[config.mk]
export PLATFORM = sky130hd
export DESIGN_NAME = mandelbrot_escape_pixel_unit_flat
export DESIGN_NICKNAME = d
export VERILOG_FILES = /design/src/mep_pkg.sv /design/src/mep_if.sv /design/src/mep_mul.sv /design/src/mep_ctrl.sv /design/src/mandelbrot_escape_pixel_unit.sv /design/src/flat_wrapper.sv
export SDC_FILE = /design/constraint.sdc
export NUM_CORES = 2
export LEC_CHECK = 0
export ABC_CLOCK_PERIOD_IN_PS = 16300
export BUFFER_PORTS_ARGS = -buffer_cell sky130_fd_sc_hd__buf_2
export CAP_MARGIN = 20
export CORE_ASPECT_RATIO = 1.75
export CORE_UTILIZATION = 40
export CTS_CLUSTER_SIZE = 14
export DETAILED_ROUTE_END_ITERATION = 12
export GPL_TIMING_DRIVEN = 0
export SLEW_MARGIN = 40
export SYNTH_ARGS = -nofsm -noshare
export SYNTH_HDL_FRONTEND = slang
export SYNTH_SLANG_ARGS = --single-unit
export TNS_END_PERCENT = 30
[constraint.sdc]
create_clock -name clk -period 16.3 [get_ports clk]
set_input_delay 3.26 -clock clk [delete_from_list [all_inputs] [get_ports clk]]
set_output_delay 3.26 -clock clk [all_outputs]
set_load 0.05 [all_outputs]
[src/mep_pkg.sv]
// Package of the escape-time pixel unit: widths, reset values, codes, types.
// Depends on nothing; used by the interfaces, the sequencer, the top level and the checker.
`timescale 1ns / 1ps

package mep_pkg;

  // Parameter defaults
  localparam int COORD_BITS_DEF = 10;
  localparam int FRAC_BITS_DEF  = 28;
  localparam int ITER_BITS_DEF  = 16;

  // Fixed field widths
  localparam int WORD_W  = 32;          // coordinates and z parts
  localparam int STEP_W  = 31;          // unsigned step registers
  localparam int COLOR_W = 24;
  localparam int CFG_W   = 32;
  localparam int MUL_W   = WORD_W + 1;  // signed operand, holds unsigned steps too
  localparam int PROD_W  = 2 * MUL_W;
  localparam int EXT_W   = PROD_W + 2;  // headroom for add before saturation

  // Escape bound on |z|^2 and the factor in the cross term
  localparam int ESC_BOUND = 4;
  localparam int CROSS_MUL = 2;

  // Register reset values
  localparam logic signed [WORD_W-1:0] MIN_RE_RST   = 32'shE000_0000;
  localparam logic signed [WORD_W-1:0] MAX_IM_RST   = 32'sh10CC_CCCD;
  localparam logic [STEP_W-1:0]        RE_STEP_RST  = 31'd1260260;
  localparam logic [STEP_W-1:0]        IM_STEP_RST  = 31'd1260918;
  localparam logic [COLOR_W-1:0]       INSIDE_RST   = 24'h80CCEF;
  localparam logic [COLOR_W-1:0]       OUTSIDE_RST  = 24'h000000;

  // Register map
  localparam int REG_IDX_W = 3;
  typedef enum logic [REG_IDX_W-1:0] {
    REG_MIN_RE   = 3'd0,
    REG_MAX_IM   = 3'd1,
    REG_RE_STEP  = 3'd2,
    REG_IM_STEP  = 3'd3,
    REG_MAX_ITER = 3'd4,
    REG_INSIDE   = 3'd5,
    REG_OUTSIDE  = 3'd6
  } reg_idx_t;

  // Sequencer states
  typedef enum logic [3:0] {
    ST_IDLE,
    ST_CRE,    // x * re_step
    ST_CIM,    // y * im_step, c_re done
    ST_CSET,   // c_im done
    ST_SQR,    // re * re
    ST_SQI,    // im * im
    ST_CRS,    // re * im
    ST_UPD,    // escape test and z update
    ST_DONE
  } state_t;

  // Multiplier operand select
  typedef enum logic [2:0] {
    MS_XRE,
    MS_YIM,
    MS_RR,
    MS_II,
    MS_RI
  } mul_sel_t;

  // Controls from the sequencer to the datapath
  typedef struct packed {
    logic     idle;
    mul_sel_t mul_sel;
    logic     ld_c_re;
    logic     ld_c_im;
    logic     ld_re2;
    logic     ld_im2;
    logic     upd_z;
    logic     fin;
    logic     in_set;
  } ctrl_t;

  // Clamp a wide signed value into the coordinate word
  function automatic logic signed [WORD_W-1:0] sat_word(input logic signed [EXT_W-1:0] v);
    logic [EXT_W-WORD_W:0] upper;
    upper = v[EXT_W-1:WORD_W-1];
    if ((&upper) || !(|upper)) begin
      return v[WORD_W-1:0];
    end else if (v[EXT_W-1]) begin
      return {1'b1, {(WORD_W-1){1'b0}}};
    end else begin
      return {1'b0, {(WORD_W-1){1'b1}}};
    end
  endfunction

endpackage

[src/mep_if.sv]
// Valid/ready channel interfaces for pixel beats in and result beats out.
// Depends on mep_pkg for default widths.
`timescale 1ns / 1ps

interface mep_in_if #(
  parameter int COORD_BITS = mep_pkg::COORD_BITS_DEF
);
  logic                  valid;
  logic                  ready;
  logic [COORD_BITS-1:0] pixel_x;
  logic [COORD_BITS-1:0] pixel_y;

  modport source (output valid, output pixel_x, output pixel_y, input ready);
  modport sink   (input valid, input pixel_x, input pixel_y, output ready);
endinterface

interface mep_out_if #(
  parameter int COORD_BITS = mep_pkg::COORD_BITS_DEF,
  parameter int ITER_BITS  = mep_pkg::ITER_BITS_DEF
);
  logic                          valid;
  logic                          ready;
  logic [COORD_BITS-1:0]         out_x;
  logic [COORD_BITS-1:0]         out_y;
  logic                          inside_res;
  logic [mep_pkg::COLOR_W-1:0]   pixel_color;
  logic [ITER_BITS-1:0]          passes_done;

  modport source (output valid, output out_x, output out_y, output inside_res,
                  output pixel_color, output passes_done, input ready);
  modport sink   (input valid, input out_x, input out_y, input inside_res,
                  input pixel_color, input passes_done, output ready);
endinterface

[src/mep_mul.sv]
// Shared signed multiplier with a registered product.
// Depends on nothing; instantiated once by the top level.
`timescale 1ns / 1ps

module mep_mul #(
  parameter int MUL_W = 33
) (
  input  logic                       clk,
  input  logic signed [MUL_W-1:0]    a,
  input  logic signed [MUL_W-1:0]    b,
  output logic signed [2*MUL_W-1:0]  p
);

  // One product per cycle, registered
  always_ff @(posedge clk) begin
    p <= a * b;
  end

endmodule

[src/mep_ctrl.sv]
// Sequencer of the escape-time unit: state machine, pass counter, inside flag.
// Depends on mep_pkg for state, operand select and control struct types.
`timescale 1ns / 1ps

module mep_ctrl #(
  parameter int ITER_BITS = mep_pkg::ITER_BITS_DEF
) (
  input  logic                 clk,
  input  logic                 rst,
  input  logic                 in_valid,
  input  logic                 out_free,
  input  logic                 escape,
  input  logic [ITER_BITS-1:0] max_iter,
  output mep_pkg::ctrl_t       ctl,
  output logic [ITER_BITS-1:0] pass
);
  import mep_pkg::*;

  state_t               state;
  state_t               state_next;
  logic                 in_set;
  logic [ITER_BITS:0]   pass_inc;
  logic                 last_pass;

  assign pass_inc  = {1'b0, pass} + {{ITER_BITS{1'b0}}, 1'b1};
  assign last_pass = (pass_inc == {1'b0, max_iter});

  // Next state
  always_comb begin
    state_next = state;
    case (state)
      ST_IDLE: begin
        if (in_valid) state_next = ST_CRE;
      end
      ST_CRE:  state_next = ST_CIM;
      ST_CIM:  state_next = ST_CSET;
      ST_CSET: begin
        state_next = (max_iter == '0) ? ST_DONE : ST_SQR;
      end
      ST_SQR:  state_next = ST_SQI;
      ST_SQI:  state_next = ST_CRS;
      ST_CRS:  state_next = ST_UPD;
      ST_UPD: begin
        state_next = (escape || last_pass) ? ST_DONE : ST_SQR;
      end
      ST_DONE: begin
        if (out_free) state_next = ST_IDLE;
      end
      default: state_next = ST_IDLE;
    endcase
  end

  // Datapath controls
  always_comb begin
    ctl         = '0;
    ctl.mul_sel = MS_XRE;
    ctl.in_set  = in_set;
    case (state)
      ST_IDLE: ctl.idle = 1'b1;
      ST_CRE:  ctl.mul_sel = MS_XRE;
      ST_CIM: begin
        ctl.mul_sel = MS_YIM;
        ctl.ld_c_re = 1'b1;
      end
      ST_CSET: ctl.ld_c_im = 1'b1;
      ST_SQR:  ctl.mul_sel = MS_RR;
      ST_SQI: begin
        ctl.mul_sel = MS_II;
        ctl.ld_re2  = 1'b1;
      end
      ST_CRS: begin
        ctl.mul_sel = MS_RI;
        ctl.ld_im2  = 1'b1;
      end
      ST_UPD:  ctl.upd_z = !escape;
      ST_DONE: ctl.fin = out_free;
      default: ctl.idle = 1'b0;
    endcase
  end

  // State, pass count and inside flag
  always_ff @(posedge clk) begin
    if (rst) begin
      state  <= ST_IDLE;
      pass   <= '0;
      in_set <= 1'b1;
    end else begin
      state <= state_next;
      if (state == ST_IDLE && in_valid) begin
        pass   <= '0;
        in_set <= 1'b1;
      end else if (state == ST_UPD) begin
        if (escape) in_set <= 1'b0;
        else        pass   <= pass_inc[ITER_BITS-1:0];
      end
    end
  end

endmodule

[src/mandelbrot_escape_pixel_unit.sv]
// Escape-time pixel unit. Pixel beats come in on pix_in (pixel_x, pixel_y),
// one result beat per pixel leaves on pix_out: coordinates echoed, inside
// flag, colour and pass count. Both channels are valid/ready; a beat moves
// at a rising edge with valid and ready high.
// Software sets the view through cfg_we/cfg_index/cfg_data while the unit is
// idle: min_re, max_im, re_step, im_step, max_iterations, inside_color,
// outside_color (indexes 0 to 6; other indexes are ignored).
// One signed multiplier is shared: two products form the point c, then each
// escape-test pass runs three products and the update.
// Passes run until the escape test fires (escape index + 1 passes) or,
// for a pixel inside, until max_iterations passes are done.
// The result sits in an output register: the unit goes back to idle and
// takes the next pixel while a stalled result waits, and a finished pixel
// waits in its last state until the output register is free.
// Synchronous reset (rst) empties the output and loads the default view.
`timescale 1ns / 1ps

module mandelbrot_escape_pixel_unit #(
  parameter int COORD_BITS = mep_pkg::COORD_BITS_DEF,
  parameter int FRAC_BITS  = mep_pkg::FRAC_BITS_DEF,
  parameter int ITER_BITS  = mep_pkg::ITER_BITS_DEF
) (
  input  logic                            clk,
  input  logic                            rst,
  input  logic                            cfg_we,
  input  logic [mep_pkg::REG_IDX_W-1:0]   cfg_index,
  input  logic [mep_pkg::CFG_W-1:0]       cfg_data,
  mep_in_if.sink                          pix_in,
  mep_out_if.source                       pix_out
);
  import mep_pkg::*;

  localparam int SQ_W = 2 * WORD_W - FRAC_BITS;
  localparam logic signed [SQ_W:0] LIMIT = (SQ_W + 1)'(ESC_BOUND) <<< FRAC_BITS;
  localparam int CROSS_SH = FRAC_BITS - $clog2(CROSS_MUL);

  // Configuration registers
  logic signed [WORD_W-1:0] min_re;
  logic signed [WORD_W-1:0] max_im;
  logic [STEP_W-1:0]        re_step;
  logic [STEP_W-1:0]        im_step;
  logic [ITER_BITS-1:0]     max_iter;
  logic [COLOR_W-1:0]       inside_color;
  logic [COLOR_W-1:0]       outside_color;

  // Datapath registers
  logic [COORD_BITS-1:0]    px;
  logic [COORD_BITS-1:0]    py;
  logic signed [WORD_W-1:0] c_re;
  logic signed [WORD_W-1:0] c_im;
  logic signed [WORD_W-1:0] z_re;
  logic signed [WORD_W-1:0] z_im;
  logic signed [SQ_W-1:0]   re2;
  logic signed [SQ_W-1:0]   im2;

  // Multiplier and control
  logic signed [MUL_W-1:0]  mul_a;
  logic signed [MUL_W-1:0]  mul_b;
  logic signed [PROD_W-1:0] prod;
  ctrl_t                    ctl;
  logic [ITER_BITS-1:0]     pass;
  logic                     escape;
  logic                     out_free;
  logic                     in_fire;
  logic signed [SQ_W:0]     mag2;
  logic signed [WORD_W-1:0] c_re_new;
  logic signed [WORD_W-1:0] c_im_new;
  logic signed [WORD_W-1:0] z_re_new;
  logic signed [WORD_W-1:0] z_im_new;

  // Configuration writes
  always_ff @(posedge clk) begin
    if (rst) begin
      min_re        <= MIN_RE_RST;
      max_im        <= MAX_IM_RST;
      re_step       <= RE_STEP_RST;
      im_step       <= IM_STEP_RST;
      max_iter      <= '0;
      inside_color  <= INSIDE_RST;
      outside_color <= OUTSIDE_RST;
    end else if (cfg_we) begin
      case (cfg_index)
        REG_MIN_RE:   min_re        <= cfg_data[WORD_W-1:0];
        REG_MAX_IM:   max_im        <= cfg_data[WORD_W-1:0];
        REG_RE_STEP:  re_step       <= cfg_data[STEP_W-1:0];
        REG_IM_STEP:  im_step       <= cfg_data[STEP_W-1:0];
        REG_MAX_ITER: max_iter      <= cfg_data[ITER_BITS-1:0];
        REG_INSIDE:   inside_color  <= cfg_data[COLOR_W-1:0];
        REG_OUTSIDE:  outside_color <= cfg_data[COLOR_W-1:0];
        default: ;
      endcase
    end
  end

  // Input handshake
  assign pix_in.ready = ctl.idle;
  assign in_fire      = pix_in.valid && ctl.idle;
  assign out_free     = !pix_out.valid || pix_out.ready;

  // Sequencer
  mep_ctrl #(
    .ITER_BITS (ITER_BITS)
  ) u_ctrl (
    .clk      (clk),
    .rst      (rst),
    .in_valid (pix_in.valid),
    .out_free (out_free),
    .escape   (escape),
    .max_iter (max_iter),
    .ctl      (ctl),
    .pass     (pass)
  );

  // Operand select for the shared multiplier
  always_comb begin
    case (ctl.mul_sel)
      MS_XRE: begin
        mul_a = $signed(MUL_W'(px));
        mul_b = $signed(MUL_W'(re_step));
      end
      MS_YIM: begin
        mul_a = $signed(MUL_W'(py));
        mul_b = $signed(MUL_W'(im_step));
      end
      MS_RR: begin
        mul_a = MUL_W'(z_re);
        mul_b = MUL_W'(z_re);
      end
      MS_II: begin
        mul_a = MUL_W'(z_im);
        mul_b = MUL_W'(z_im);
      end
      MS_RI: begin
        mul_a = MUL_W'(z_re);
        mul_b = MUL_W'(z_im);
      end
      default: begin
        mul_a = '0;
        mul_b = '0;
      end
    endcase
  end

  mep_mul #(
    .MUL_W (MUL_W)
  ) u_mul (
    .clk (clk),
    .a   (mul_a),
    .b   (mul_b),
    .p   (prod)
  );

  // Point c, escape test and z update; shifts floor toward minus infinity
  assign c_re_new = sat_word(EXT_W'(min_re) + EXT_W'(prod));
  assign c_im_new = sat_word(EXT_W'(max_im) - EXT_W'(prod));
  assign mag2     = (SQ_W + 1)'(re2) + (SQ_W + 1)'(im2);
  assign escape   = (mag2 > LIMIT);
  assign z_re_new = sat_word(EXT_W'(re2) - EXT_W'(im2) + EXT_W'(c_re));
  assign z_im_new = sat_word(EXT_W'(prod >>> CROSS_SH) + EXT_W'(c_im));

  always_ff @(posedge clk) begin
    if (in_fire) begin
      px <= pix_in.pixel_x;
      py <= pix_in.pixel_y;
    end
    if (ctl.ld_c_re) begin
      c_re <= c_re_new;
      z_re <= c_re_new;
    end
    if (ctl.ld_c_im) begin
      c_im <= c_im_new;
      z_im <= c_im_new;
    end
    if (ctl.ld_re2) re2 <= SQ_W'(prod >>> FRAC_BITS);
    if (ctl.ld_im2) im2 <= SQ_W'(prod >>> FRAC_BITS);
    if (ctl.upd_z) begin
      z_re <= z_re_new;
      z_im <= z_im_new;
    end
  end

  // Output register
  always_ff @(posedge clk) begin
    if (rst) begin
      pix_out.valid <= 1'b0;
    end else if (ctl.fin) begin
      pix_out.valid <= 1'b1;
    end else if (pix_out.ready) begin
      pix_out.valid <= 1'b0;
    end
  end

  always_ff @(posedge clk) begin
    if (ctl.fin) begin
      pix_out.out_x       <= px;
      pix_out.out_y       <= py;
      pix_out.inside_res  <= ctl.in_set;
      pix_out.pixel_color <= ctl.in_set ? inside_color : outside_color;
      pix_out.passes_done <= pass;
    end
  end

endmodule

[src/flat_wrapper.sv]
// flat-port wrapper written by rule: the top's interface ports become plain ports
module mandelbrot_escape_pixel_unit_flat import mep_pkg::*;
#(
  parameter int COORD_BITS = mep_pkg::COORD_BITS_DEF,
  parameter int FRAC_BITS  = mep_pkg::FRAC_BITS_DEF,
  parameter int ITER_BITS  = mep_pkg::ITER_BITS_DEF
)
  (clk, rst, cfg_we, cfg_index, cfg_data, pix_in_valid, pix_in_pixel_x, pix_in_pixel_y, pix_in_ready, pix_out_valid, pix_out_out_x, pix_out_out_y, pix_out_inside_res, pix_out_pixel_color, pix_out_passes_done, pix_out_ready);
  mep_in_if #(.COORD_BITS(COORD_BITS)) pix_in_i ();
  mep_out_if #(.COORD_BITS(COORD_BITS), .ITER_BITS(ITER_BITS)) pix_out_i ();
  input  logic clk;
  input  logic rst;
  input  logic cfg_we;
  input  logic [mep_pkg::REG_IDX_W-1:0] cfg_index;
  input  logic [mep_pkg::CFG_W-1:0] cfg_data;
  input wire logic [$bits(pix_in_i.valid)-1:0] pix_in_valid;
  input wire logic [$bits(pix_in_i.pixel_x)-1:0] pix_in_pixel_x;
  input wire logic [$bits(pix_in_i.pixel_y)-1:0] pix_in_pixel_y;
  output wire logic [$bits(pix_in_i.ready)-1:0] pix_in_ready;
  output wire logic [$bits(pix_out_i.valid)-1:0] pix_out_valid;
  output wire logic [$bits(pix_out_i.out_x)-1:0] pix_out_out_x;
  output wire logic [$bits(pix_out_i.out_y)-1:0] pix_out_out_y;
  output wire logic [$bits(pix_out_i.inside_res)-1:0] pix_out_inside_res;
  output wire logic [$bits(pix_out_i.pixel_color)-1:0] pix_out_pixel_color;
  output wire logic [$bits(pix_out_i.passes_done)-1:0] pix_out_passes_done;
  input wire logic [$bits(pix_out_i.ready)-1:0] pix_out_ready;
  assign pix_in_i.valid = pix_in_valid;
  assign pix_in_i.pixel_x = pix_in_pixel_x;
  assign pix_in_i.pixel_y = pix_in_pixel_y;
  assign pix_in_ready = pix_in_i.ready;
  assign pix_out_valid = pix_out_i.valid;
  assign pix_out_out_x = pix_out_i.out_x;
  assign pix_out_out_y = pix_out_i.out_y;
  assign pix_out_inside_res = pix_out_i.inside_res;
  assign pix_out_pixel_color = pix_out_i.pixel_color;
  assign pix_out_passes_done = pix_out_i.passes_done;
  assign pix_out_i.ready = pix_out_ready;
  mandelbrot_escape_pixel_unit #(.COORD_BITS(COORD_BITS), .FRAC_BITS(FRAC_BITS), .ITER_BITS(ITER_BITS)) u_core (.clk(clk), .rst(rst), .cfg_we(cfg_we), .cfg_index(cfg_index), .cfg_data(cfg_data), .pix_in(pix_in_i), .pix_out(pix_out_i));
endmodule
==> flow_summary.toml <==
[outcome]
status = "finished clean"

[grt]
grt_max_degree = 37
grt_antenna_before_repair = 24
grt_pass1_wl_um = 502000
grt_pass1_vias = 69100
grt_util_all_layers_pct = 37.9
grt_overflow = 0

[synthesis]
async_flop_share_pct = 0
synthesis.nets = 10400
synth_area_leaders = "fa_1 (31%), edfxtp_1 (11%), ha_1 (8.2%), dfxtp_1 (7.3%), inv_1 (7.1%)"
ys_ff_latch = 559
synthCells = 8681
synth-seq-area-share_pct = 18.5
yosys.area.top_type = "fa_1"
yosysTopAreaCellShare_pct = 30.7
synth.distinct_cells = 102
synth_ff_type = "edfxtp_1"
avgSynthCellArea_um2 = 8.72
ys_warn_count = 0
synth_enable_flop_cells = 281
synth_commonest_cells = "inv_1 (1,439), nand2_1 (1,170), fa_1 (1,163)"
syn_area_um2 = 75700
yosysMostFrequentCell = "inv_1"

[drt]
wl_met2_um = 178000
vias_per_cell = 5.77
routed_wl_um = 360000
first_pass_iters = 8
routed-wl-met3_um = 21500
drtIter0Drc = 5048
top_layer = "met5"
final_antenna_net_count = 0
wl_per_cell_um = 31.4
vias = 66000
drc = 0
met1_length_um = 113000

[sta]
fin_crit_sh_pct = 86.7
clock_skew_ns = 0.0971
slew_headroom_pct = 32.1
tightest_slew_ns = 1.02
hold_violations = 0
rsz0062_at_grt = "no"
max_freq_mhz = 70.8
drv_slew = 0
finalSetupTns_ns = 0
finalSetupViolations = 0
period_minus_slack_ns = 14.13

[clocking]
post_cts_buffers = 0
cts_hold_buf = 0
cts.sinks = 559
ctsResizeCount = 0
cts_max_path_buffers = 3
cts_tree = "yes"
cts-root-buf = "clkbuf_16"
htree_levels = 2
clkTransAtPathRegs_ns = 0.07
cts_made_buffers = 61
clk_latency_ns = 0.77

[power]
leakagePower_uw = 0.0385
finalPower_uw = 15700
worst_ir_drop_vdd_v = 0.000571
power_density_nw_per_um2 = 189

[job]
cap_violations = 0

[floorplanning]
core_um2 = 188000
num_io_pins = 123
start_util_pct = 40.4
die-width_um = 331
die-height_um = 578
rows = 210
die_area_um2 = 191000

[placement]
placed_area_um2 = 80600
gp_congestion = 1.08
hpwlAfterDp_um = 303000
port_buffers = 122

[setup_path]
worst-r2r-cell-count = 32
cp_slowest_stage_delay_ns = 0.99
worst_setup_path_start_kind = "flip-flop"
ff2ff_setup_slack_ns = 2.17
required_ns = 16.87
worstSetupPathType = "reg -> reg"
cpMaxStageDelayCell = "fa_4"
cpMostUsedCell = "fa_1"
worstPathArrival_ns = 14.71
crit_path_end_kind = "flip-flop"
crit_fanout = 16
reg2reg_to = "u_core.u_mul.p[60]"
r2r_start = "u_core.u_ctrl.state[1]"

[finish]
finalNetCount = 10700
fill_cells = 18900
final_area_um2 = 82900
area_growth_pct = 9.49
drive_gt1_share_pct = 7.48

[worst_hold_path]
hold_start = "u_core.inside_color[13]"
hold_class = "reg -> reg"
whs_endpoint = "u_core.inside_color[13]"
min_path_cells = 2
## layout make-up
class,instances,area (um^2),area share [%]
Timing Repair Buffer,189,1340,1.61
Tap cell,2438,3050,3.68
Multi-Input combinational cell,6267,55000,66.4
Antenna cell,26,65.1,0.0785
Buffer,415,1820,2.20
Inverter,1440,5410,6.52
Clock buffer,71,1640,1.97
Clock inverter,45,526,0.634
Sequential cell,559,14000,16.9
## power breakdown
group | switching, uW | internal [uW]
sequential | 374 | 1860
combinational | 7530 | 4410
clock | 699 | 831
total | 8600 | 7110
## through the flow
step                setup WS, ns  hold slack [ns]  util, %  cells
global placement           0.225            0.438     42.3  11200
CTS                         2.37            0.455     44.1  11400
finish                      2.17            0.451     44.2  11500
global route                1.89            0.469     44.2  11400
floorplan                   5.42            0.406        -   8681
detailed placement          2.45            0.446     43.0  11300
## cell families after synthesis
family          count (synthesis)  share of synthesized area [%]
mux                            66                          0.919
fa+ha+maj                    1660                           39.0
buf+inv                      1855                           9.32
xor+xnor                      274                           3.17
simple gates                 2740                           16.1
compound gates               1527                           13.0
flops                         559                           18.5
## routing by layer
layer	GRT usage [%]	vias up
met5	0	-
met3	6.21	1293
met1	36.7	33100
li1	-	28600
met4	40.0	10
met2	65.6	3067
## sequential cells by signal, summed over array words and instances, names as in the netlist, 24 cells and up
name and cells:
u_core.im_step 31, u_core.outside_color 24, u_core.re_step 31, u_core.im2 36, u_core.pix_out.pixel_color 24, u_core.inside_color 24
u_core.z_re 32, u_core.c_re 32, u_core.z_im 32, u_core.re2 36, u_core.u_mul.p 66, u_core.max_im 32
u_core.min_re 32, u_core.c_im 32
## worst max-delay path by stage
stage / slack, ns / end / depth (start not counted) / startpoint
CTS: 2.37 / u_core.u_mul.p[64] / 32 / u_core.u_ctrl.state[1]
global route: 1.89 / u_core.u_mul.p[64] / 34 / u_core.u_ctrl.state[1]
global placement: 0.23 / u_core.u_mul.p[60] / 34 / u_core.u_ctrl.state[1]
detailed placement: 2.45 / u_core.u_mul.p[64] / 32 / u_core.u_ctrl.state[1]
floorplan: 5.42 / u_core.u_mul.p[60] / 36 / u_core.u_ctrl.state[1]
finish: 2.17 / u_core.u_mul.p[60] / 32 / u_core.u_ctrl.state[1]
## cell usage in the layout, fill, tap and decap left out, types with 173 or more instances in the layout
master and instances:
a21oi_1 531, clkbuf_1 240, dfxtp_1 260, edfxtp_1 281, fa_1 1161, ha_1 497, inv_1 1439, nand2_1 1168
nor2_1 812, o21ai_0 281, xnor2_1 173
## worst max-delay path, delay by kind of cell (launching register included)
kind | cells | cell delay (ns)
AO/OA/AOI/OAI | 9 | 3.01
XOR/XNOR | 1 | 0.38
adder cells (fa/ha/maj) | 9 | 5.00
buffers and inverters | 7 | 2.78
flip-flops | 1 | 0.41
AND/OR/NAND/NOR | 6 | 2.34
Note: power is estimated with default switching activity, not from simulation.
